File: config.mk
export PLATFORM = sky130hd
export DESIGN_NAME = day_of_year_to_julian_date
export DESIGN_NICKNAME = d
export VERILOG_FILES = /design/src/rtl/doy2jd_pkg.sv /design/src/rtl/doy2jd_cal.sv /design/src/rtl/doy2jd_tod.sv /design/src/rtl/day_of_year_to_julian_date.sv
export SDC_FILE = /design/constraint.sdc
export NUM_CORES = 1
export LEC_CHECK = 0
export BUFFER_PORTS_ARGS = -buffer_cell sky130_fd_sc_hd__buf_2
export CORE_MARGIN = 2
export CORE_UTILIZATION = 40
export CTS_BUF_LIST = sky130_fd_sc_hd__clkbuf_4
export CTS_CLUSTER_SIZE = 14
export DETAILED_ROUTE_END_ITERATION = 8
export SLEW_MARGIN = 20
export SYNTH_ARGS = -nofsm -noshare
export SYNTH_HDL_FRONTEND = slang
export SYNTH_SLANG_ARGS = --single-unit
File: constraint.sdc
create_clock -name clk -period 14.3 [get_ports clk]
set_input_delay 2.86 -clock clk [delete_from_list [all_inputs] [get_ports clk]]
set_output_delay 2.86 -clock clk [all_outputs]
set_load 0.01 [all_outputs]
File: src/rtl/doy2jd_pkg.sv
// ----------------------------------------------------------------------------
// doy2jd_pkg - shared types and constants
// Field widths, month tables and stage load controls for the day-of-year to
// Julian date converter.
// ----------------------------------------------------------------------------
`default_nettype none

package doy2jd_pkg;

  localparam int YEAR_W  = 12;
  localparam int DOY_W   = 41;
  localparam int MONTH_W = 4;
  localparam int DOM_W   = 6;
  localparam int HOUR_W  = 5;
  localparam int MIN_W   = 6;
  localparam int SEC_W   = 26;
  localparam int JDN_W   = 22;
  localparam int JFRAC_W = 32;

  localparam int NUM_MONTHS = 12;
  localparam int TAB_W      = 9;

  // Integer part of 1721013.5; the half day lives in the fraction path.
  localparam logic [JDN_W-1:0] JD_OFFSET = 22'd1721013;

  // Largest day of month before saturation.
  localparam logic [DOM_W-1:0] DOM_MAX = 6'd63;

  // Sixty seconds in Q20, an exclusive bound on the seconds output.
  localparam logic [SEC_W-1:0] SEC_LIMIT = 26'd62914560;

  typedef logic [TAB_W-1:0] day_tab_t [NUM_MONTHS];

  // Days elapsed before the first of each month.
  localparam day_tab_t START_COMMON = '{
    9'd0, 9'd31, 9'd59, 9'd90, 9'd120, 9'd151,
    9'd181, 9'd212, 9'd243, 9'd273, 9'd304, 9'd334
  };
  localparam day_tab_t START_LEAP = '{
    9'd0, 9'd31, 9'd60, 9'd91, 9'd121, 9'd152,
    9'd182, 9'd213, 9'd244, 9'd274, 9'd305, 9'd335
  };

  // floor(275 * month / 9) for months 1 to 12.
  localparam day_tab_t DAYS_275 = '{
    9'd30, 9'd61, 9'd91, 9'd122, 9'd152, 9'd183,
    9'd213, 9'd244, 9'd275, 9'd305, 9'd336, 9'd366
  };

  // Per-stage load strobes from the pipeline control.
  typedef struct packed {
    logic ld1;
    logic ld2;
    logic ld3;
  } stage_ld_t;

endpackage

`default_nettype wire

File: src/rtl/doy2jd_cal.sv
// ----------------------------------------------------------------------------
// doy2jd_cal - calendar and Julian day path
// Three stages: month decode, day of month and year term, Julian day sum.
// ----------------------------------------------------------------------------
`default_nettype none

module doy2jd_cal #(
  parameter int FRAC_BITS = 32
) (
  input  wire                                 clk,
  input  doy2jd_pkg::stage_ld_t               ld,
  input  wire  [doy2jd_pkg::YEAR_W-1:0]       full_year,
  input  wire  [doy2jd_pkg::DOY_W-1:0]        day_of_year_q32,
  output logic [doy2jd_pkg::MONTH_W-1:0]      month,
  output logic [doy2jd_pkg::DOM_W-1:0]        day_of_month,
  output logic [doy2jd_pkg::JDN_W-1:0]        julian_day_number,
  output logic [doy2jd_pkg::JFRAC_W-1:0]      julian_fraction_q32
);

  localparam int WHOLE_W = doy2jd_pkg::DOY_W - FRAC_BITS;
  localparam int FSH     = doy2jd_pkg::JFRAC_W - FRAC_BITS;
  localparam int JW      = doy2jd_pkg::JDN_W;
  localparam int MW      = doy2jd_pkg::MONTH_W;

  // ---- stage 1 ----
  logic [WHOLE_W-1:0]                   whole;
  logic [FRAC_BITS-1:0]                 frac;
  logic [doy2jd_pkg::JFRAC_W-1:0]       f32;
  logic                                 leap;
  logic [MW-1:0]                        past_cnt;

  logic [doy2jd_pkg::YEAR_W-1:0]        year1_r;
  logic [WHOLE_W-1:0]                   whole1_r;
  logic                                 leap1_r;
  logic [MW-1:0]                        mon1_r;
  logic                                 carry1_r;
  logic [doy2jd_pkg::JFRAC_W-1:0]       jfrac1_r;

  assign whole = day_of_year_q32[doy2jd_pkg::DOY_W-1:FRAC_BITS];
  assign frac  = day_of_year_q32[FRAC_BITS-1:0];
  assign f32   = doy2jd_pkg::JFRAC_W'(frac) << FSH;
  assign leap  = (full_year[1:0] == 2'b00);

  // Count month starts strictly below the whole day.
  always_comb begin
    past_cnt = '0;
    for (int m = 1; m < doy2jd_pkg::NUM_MONTHS; m++) begin
      if (leap) begin
        if (whole > WHOLE_W'(doy2jd_pkg::START_LEAP[m])) past_cnt = past_cnt + 1'b1;
      end else begin
        if (whole > WHOLE_W'(doy2jd_pkg::START_COMMON[m])) past_cnt = past_cnt + 1'b1;
      end
    end
  end

  always_ff @(posedge clk) begin
    if (ld.ld1) begin
      year1_r  <= full_year;
      whole1_r <= whole;
      leap1_r  <= leap;
      mon1_r   <= past_cnt + 1'b1;
      // Adding a half day flips the top bit and carries into the day number.
      carry1_r <= f32[doy2jd_pkg::JFRAC_W-1];
      jfrac1_r <= {~f32[doy2jd_pkg::JFRAC_W-1], f32[doy2jd_pkg::JFRAC_W-2:0]};
    end
  end

  // ---- stage 2 ----
  logic [MW-1:0]                        idx;
  logic [doy2jd_pkg::TAB_W-1:0]         acc;
  logic [WHOLE_W-1:0]                   dayw;
  logic [doy2jd_pkg::YEAR_W:0]          ysum;
  logic [20:0]                          y367;
  logic [15:0]                          y7;

  logic [MW-1:0]                        mon2_r;
  logic [doy2jd_pkg::DOM_W-1:0]         dom2_r;
  logic [WHOLE_W-1:0]                   dayw2_r;
  logic [JW-1:0]                        ypart2_r;
  logic [doy2jd_pkg::TAB_W-1:0]         d275_2_r;
  logic                                 carry2_r;
  logic [doy2jd_pkg::JFRAC_W-1:0]       jfrac2_r;

  assign idx  = mon1_r - 1'b1;
  assign acc  = leap1_r ? doy2jd_pkg::START_LEAP[idx] : doy2jd_pkg::START_COMMON[idx];
  assign dayw = whole1_r - WHOLE_W'(acc);
  assign ysum = (doy2jd_pkg::YEAR_W+1)'(year1_r) + (doy2jd_pkg::YEAR_W+1)'(mon1_r >= 4'd3);
  assign y367 = 21'(year1_r) * 21'd367;
  assign y7   = 16'(ysum) * 16'd7;

  always_ff @(posedge clk) begin
    if (ld.ld2) begin
      mon2_r   <= mon1_r;
      dom2_r   <= (dayw > WHOLE_W'(doy2jd_pkg::DOM_MAX)) ? doy2jd_pkg::DOM_MAX
                                                          : dayw[doy2jd_pkg::DOM_W-1:0];
      dayw2_r  <= dayw;
      ypart2_r <= JW'(y367) - JW'(y7[15:2]);
      d275_2_r <= doy2jd_pkg::DAYS_275[idx];
      carry2_r <= carry1_r;
      jfrac2_r <= jfrac1_r;
    end
  end

  // ---- stage 3 ----
  logic [MW-1:0]                        mon3_r;
  logic [doy2jd_pkg::DOM_W-1:0]         dom3_r;
  logic [JW-1:0]                        jdn3_r;
  logic [doy2jd_pkg::JFRAC_W-1:0]       jfrac3_r;

  always_ff @(posedge clk) begin
    if (ld.ld3) begin
      mon3_r   <= mon2_r;
      dom3_r   <= dom2_r;
      jdn3_r   <= ypart2_r + JW'(d275_2_r) + JW'(dayw2_r) + doy2jd_pkg::JD_OFFSET
                  + JW'(carry2_r);
      jfrac3_r <= jfrac2_r;
    end
  end

  assign month               = mon3_r;
  assign day_of_month        = dom3_r;
  assign julian_day_number   = jdn3_r;
  assign julian_fraction_q32 = jfrac3_r;

endmodule

`default_nettype wire

File: src/rtl/doy2jd_tod.sv
// ----------------------------------------------------------------------------
// doy2jd_tod - time of day path
// Splits the day fraction into hour, minute and Q20 seconds, one constant
// multiply per stage.
// ----------------------------------------------------------------------------
`default_nettype none

module doy2jd_tod #(
  parameter int FRAC_BITS = 32
) (
  input  wire                              clk,
  input  doy2jd_pkg::stage_ld_t            ld,
  input  wire  [FRAC_BITS-1:0]             frac,
  output logic [doy2jd_pkg::HOUR_W-1:0]    hour,
  output logic [doy2jd_pkg::MIN_W-1:0]     minute_of_hour,
  output logic [doy2jd_pkg::SEC_W-1:0]     second_q20
);

  localparam int T1_W = FRAC_BITS + 5;
  localparam int T2_W = FRAC_BITS + 6;

  logic [T1_W-1:0]                  t1_r;
  logic [doy2jd_pkg::HOUR_W-1:0]    hr2_r;
  logic [T2_W-1:0]                  t2_r;
  logic [doy2jd_pkg::HOUR_W-1:0]    hr3_r;
  logic [doy2jd_pkg::MIN_W-1:0]     mn3_r;
  logic [T2_W-1:0]                  s3_r;

  always_ff @(posedge clk) begin
    if (ld.ld1) begin
      t1_r <= T1_W'(frac) * T1_W'(24);
    end
    if (ld.ld2) begin
      hr2_r <= t1_r[T1_W-1:FRAC_BITS];
      t2_r  <= T2_W'(t1_r[FRAC_BITS-1:0]) * T2_W'(60);
    end
    if (ld.ld3) begin
      hr3_r <= hr2_r;
      mn3_r <= t2_r[T2_W-1:FRAC_BITS];
      s3_r  <= T2_W'(t2_r[FRAC_BITS-1:0]) * T2_W'(60);
    end
  end

  // Realign seconds from the input scale to Q20.
  generate
    if (FRAC_BITS >= 20) begin : g_sec_down
      assign second_q20 = s3_r[T2_W-1 -: doy2jd_pkg::SEC_W];
    end else begin : g_sec_up
      assign second_q20 = {s3_r, {(20 - FRAC_BITS){1'b0}}};
    end
  endgenerate

  assign hour           = hr3_r;
  assign minute_of_hour = mn3_r;

endmodule

`default_nettype wire

File: src/rtl/day_of_year_to_julian_date.sv
// ----------------------------------------------------------------------------
// day_of_year_to_julian_date - day of year to calendar and Julian date
// Converts a year and a fixed-point day of year into month, day of month,
// hour, minute, Q20 seconds and a Julian date split into day number and
// Q32 fraction.
// ----------------------------------------------------------------------------
//
//   channel  ports                              dir  handshake
//   -------  ---------------------------------  ---  -----------------------
//   in       in_full_year, in_day_of_year_q32   in   in_valid / in_stall
//   out      out_month .. out_julian_fraction   out  out_valid / out_stall
//
// One beat enters per cycle while in_stall is low. Depth is set by the
// time-of-day chain, one constant multiply per stage, with the calendar
// path cut to match.
// Reset (rst_n low, synchronous) clears the stage valid bits only.
// A stall on the output holds the last stage and backs up stage by stage;
// bubbles are squeezed out, so in_stall rises only when all stages are full.
// ----------------------------------------------------------------------------
`default_nettype none

module day_of_year_to_julian_date #(
  parameter int FRAC_BITS = 32
) (
  input  wire                                  clk,
  input  wire                                  rst_n,
  // input beat
  input  wire                                  in_valid,
  output logic                                 in_stall,
  input  wire  [doy2jd_pkg::YEAR_W-1:0]        in_full_year,
  input  wire  [doy2jd_pkg::DOY_W-1:0]         in_day_of_year_q32,
  // result beat
  output logic                                 out_valid,
  input  wire                                  out_stall,
  output logic [doy2jd_pkg::MONTH_W-1:0]       out_month,
  output logic [doy2jd_pkg::DOM_W-1:0]         out_day_of_month,
  output logic [doy2jd_pkg::HOUR_W-1:0]        out_hour,
  output logic [doy2jd_pkg::MIN_W-1:0]         out_minute_of_hour,
  output logic [doy2jd_pkg::SEC_W-1:0]         out_second_q20,
  output logic [doy2jd_pkg::JDN_W-1:0]         out_julian_day_number,
  output logic [doy2jd_pkg::JFRAC_W-1:0]       out_julian_fraction_q32
);

  // Stage valid bits travel alongside the datapath registers in the
  // calendar and time-of-day units.
  logic v1_r, v2_r, v3_r;
  logic v1_nxt, v2_nxt, v3_nxt;
  logic rdy1, rdy2, rdy3;
  doy2jd_pkg::stage_ld_t ld;

  // A stage may take new data when it is empty or its contents move on.
  assign rdy3 = !v3_r || !out_stall;
  assign rdy2 = !v2_r || rdy3;
  assign rdy1 = !v1_r || rdy2;

  // Load data only when a valid beat arrives; hold otherwise.
  assign ld.ld1 = rdy1 && in_valid;
  assign ld.ld2 = rdy2 && v1_r;
  assign ld.ld3 = rdy3 && v2_r;

  assign v1_nxt = rdy1 ? in_valid : v1_r;
  assign v2_nxt = rdy2 ? v1_r     : v2_r;
  assign v3_nxt = rdy3 ? v2_r     : v3_r;

  always_ff @(posedge clk) begin
    if (!rst_n) begin
      v1_r <= 1'b0;
      v2_r <= 1'b0;
      v3_r <= 1'b0;
    end else begin
      v1_r <= v1_nxt;
      v2_r <= v2_nxt;
      v3_r <= v3_nxt;
    end
  end

  assign in_stall  = !rdy1;
  assign out_valid = v3_r;

  // Month, day of month and Julian date.
  doy2jd_cal #(
    .FRAC_BITS (FRAC_BITS)
  ) u_cal (
    .clk                 (clk),
    .ld                  (ld),
    .full_year           (in_full_year),
    .day_of_year_q32     (in_day_of_year_q32),
    .month               (out_month),
    .day_of_month        (out_day_of_month),
    .julian_day_number   (out_julian_day_number),
    .julian_fraction_q32 (out_julian_fraction_q32)
  );

  // Hour, minute and seconds from the fraction of the day.
  doy2jd_tod #(
    .FRAC_BITS (FRAC_BITS)
  ) u_tod (
    .clk            (clk),
    .ld             (ld),
    .frac           (in_day_of_year_q32[FRAC_BITS-1:0]),
    .hour           (out_hour),
    .minute_of_hour (out_minute_of_hour),
    .second_q20     (out_second_q20)
  );

`ifndef SYNTH
  // An accepted beat always lands in the first stage.
  a_accept_fills_s1: assert property (@(posedge clk) disable iff (!rst_n)
    in_valid && !in_stall |=> v1_r)
    else $error("accepted beat lost at stage 1");

  // A blocked middle stage keeps its beat.
  a_s2_holds: assert property (@(posedge clk) disable iff (!rst_n)
    v2_r && !rdy2 |=> v2_r)
    else $error("stage 2 dropped a stalled beat");

  // Input stalls only when every stage is occupied.
  a_stall_full: assert property (@(posedge clk) disable iff (!rst_n)
    in_stall |-> v1_r && v2_r && v3_r)
    else $error("input stalled with a free stage");

  a_month_range: assert property (@(posedge clk) disable iff (!rst_n)
    out_valid |-> out_month >= 4'd1 && out_month <= 4'd12)
    else $error("month out of range");

  a_time_range: assert property (@(posedge clk) disable iff (!rst_n)
    out_valid |-> out_hour <= 5'd23 && out_minute_of_hour <= 6'd59
                  && out_second_q20 < doy2jd_pkg::SEC_LIMIT)
    else $error("time of day out of range");
`endif

endmodule

`default_nettype wire

==> flow_summary.toml <==
[grt]
grt_pass1_vias = 15040
grt_pass1_wl_um = 74180
grt_overflow_total = 0
grt_max_degree = 72
gr-usage-all-layers_pct = 15.32
antenna_found_initial = 1

[place]
dpl.hpwl_um = 33840
place.gp.congestion = 0.8109
portBuffers = 159

[clock_network]
cts-resized-gates = 0
cts.sinks = 316
clkTransAtPathRegs_ns = 0.07
cts-hold-fix-buffers = 0
clk_path_buf_depth = 3
clockRootBuffer = "clkbuf_4"
cts_buffers = 87
post-cts-setup-buffers = 0
cts_tree = "built"
clock_latency_ns = 0.79
h-tree-depth = 3

[drt]
wire_per_inst_um = 14.97
viasPerCell = 4.908
routed_wl_um = 44100
num_vias = 14460
drt_first_pass_iters = 5
ant_nets = 0
drtIter0Drc = 554
drc = 0

[sta]
hold_viol = 0
post-route-period-util_pct = 68.28
setup_viol = 0
slew_headroom_pct = 35.21
slew_viol_final = 0
max_freq_mhz = 102.4
rsz0062_at_grt = "false"
finalCriticalPeriod_ns = 9.764
skew_ns = 0.04711
worstMarginPinSlew_ns = 0.9718
setup-tns-final_ns = 0

[floorplan]
row_count = 88
core_um2 = 57370
initial_core_util_pct = 40.20
io_pins = 160
die_x_um = 244.1
die_h_um = 244.1
fp.dieArea_um2 = 59590

[logic_synthesis]
synth_edf_count = 313
ys_ff_latch = 316
synth.distinct_cells = 85
seq_area_frac_synth_pct = 41.01
yosys_warnings = 0
synth_top_flop_cell = "edfxtp_1"
syn_avg_cell_area_um2 = 12.28
synthArstFlopShare_pct = 0
syn_nets = 2377
syn_area_um2 = 23060
syn_inst = 1878

[job]
drv_cap = 0

[run_status]
status = "complete, no violations"

[worst_setup_path]
crit_path_frequent_cell = "ha_1"
worst-setup-path-type = "input pin to flip-flop"
slowest_delay_ns = 0.40
arrival_ns = 10.30
worstPathRequired_ns = 14.83
worst-path-max-fanout = 10
worstSetupStartpointType = "input pin"
cp_slowest_cell = "or3_1"
end_kind = "flip-flop"

[layout]
drive_gt1_share_pct = 15.41
final_nets = 2615
syn_to_final_growth_pct = 12.36

[hold_path]
hp-class = "flip-flop to flip-flop"
[stage by stage]
stage | area (um^2) | worst slack, ns | utilization (%) | hold WS (ns) | cells
3_3_place_gp | 24800 | 3.942 | 43.24 | 0.4014 | 2792
2_1_floorplan | 23060 | 3.407 | - | 0.4003 | 1878
6_report | 25910 | 4.536 | 45.18 | 0.3915 | 2946
3_5_place_dp | 24800 | 3.755 | 43.24 | 0.4045 | 2792
5_1_grt | 25910 | 3.990 | 45.18 | 0.3958 | 2946
4_1_cts | 25910 | 4.625 | 45.17 | 0.3835 | 2945
[layout by cell type, fill, tap and decap left out, drive strengths merged, types with 62 or more instances in the layout]
| master | Yosys | routed |
|---|---|---|
| a21oi | 106 | 106 |
| buf | 10 | 165 |
| clkbuf | 6 | 118 |
| edfxtp | 313 | 313 |
| fa | 185 | 185 |
| ha | 257 | 257 |
| inv | 225 | 228 |
| nand2 | 80 | 80 |
| nor2 | 101 | 101 |
| o21ai | 62 | 62 |
| xnor2 | 120 | 120 |
[synthesized netlist by cell type, types with 5 or more instances]
library cell	count	area share [%]
mux2_2	6	0.29
a211oi_1	10	0.33
nand2b_1	17	0.46
or3_1	9	0.24
edfxtp_1	313	41
nand4_1	11	0.30
nand3_1	26	0.56
xnor2_2	6	0.42
fa_1	185	16
o21ai_0	59	1.3
xnor2_1	114	4.3
o21a_1	17	0.55
inv_1	224	3.6
xor2_1	45	1.7
nand2_1	80	1.3
a21o_1	49	1.6
a31oi_1	16	0.43
o21bai_1	21	0.68
and3_1	14	0.38
clkbuf_1	6	0.098
a21oi_1	106	2.3
nor3_1	31	0.67
a41oi_1	5	0.19
ha_1	257	14
nor2_1	100	1.6
buf_2	5	0.11
and2_1	9	0.24
a21boi_0	8	0.26
o31ai_1	8	0.26
nor2b_1	23	0.62
[routing by layer]
metal | up-vias | part of all wire (%) | global-route usage (%)
met5 | - | 0 | 0
met4 | 0 | 2.2 | 5.811
met3 | 70 | 4.2 | 3.007
met2 | 244 | 47 | 25.13
met1 | 6978 | 46 | 20.10
li1 | 7167 | - | -
[registers in the layout (all words and copies together) (netlist names), 12 cells and up]
signal,cells
u_cal.julian_fraction_q32,32
u_cal.ypart2_r,22
u_cal.jfrac1_r,32
u_tod.t1_r,33
u_cal.jfrac2_r,32
u_cal.julian_day_number,22
u_tod.s3_r,26
u_cal.year1_r,12
u_tod.t2_r,32
[final timing paths]
path,cells past startpoint,slack [ns],to,from
setup / recovery,36,4.54,u_cal.mon1_r[3],in_day_of_year_q32[40]
hold reg to reg,0,0.39,u_cal.julian_fraction_q32[12],u_cal.jfrac2_r[12]
setup reg to reg,36,4.74,u_cal.ypart2_r[20],u_cal.mon1_r[0]
hold / removal,0,0.39,u_cal.julian_fraction_q32[12],u_cal.jfrac2_r[12]
[critical path: cells and delay by family]
| kind | cells | cell delay, ns |
|---|---|---|
| AOI/OAI and AO/OA | 5 | 1.14 |
| xor gates and xnor gates | 1 | 0.35 |
| adders and majority gates | 10 | 2.86 |
| buffers and inverters | 4 | 0.50 |
| muxes | 3 | 0.92 |
| and+or+nand+nor | 13 | 1.65 |
[cell type report]
cell class                      instances  area [um^2]
Fill cell                            5379        31450
Antenna cell                            1        2.502
Inverter                              226        850.8
Timing Repair Buffer                  165        840.8
Clock inverter                         35        224.0
Sequential cell                       316         9459
Tap cell                              765        957.2
Multi-Input combinational cell       1320        12690
Clock buffer                          118        885.9
[logic make-up after synthesis]
group / share of synthesized area, %
AOI/OAI and AO/OA: 10.07
adders and majority gates: 30.00
DFF: 41.01
muxes: 0.4231
buffers and inverters: 4.058
and+or+nand+nor: 7.568
xor gates and xnor gates: 6.868
Power is not shown: default switching activity piles up to over one toggle a cycle in this logic, so the estimate is an artifact.
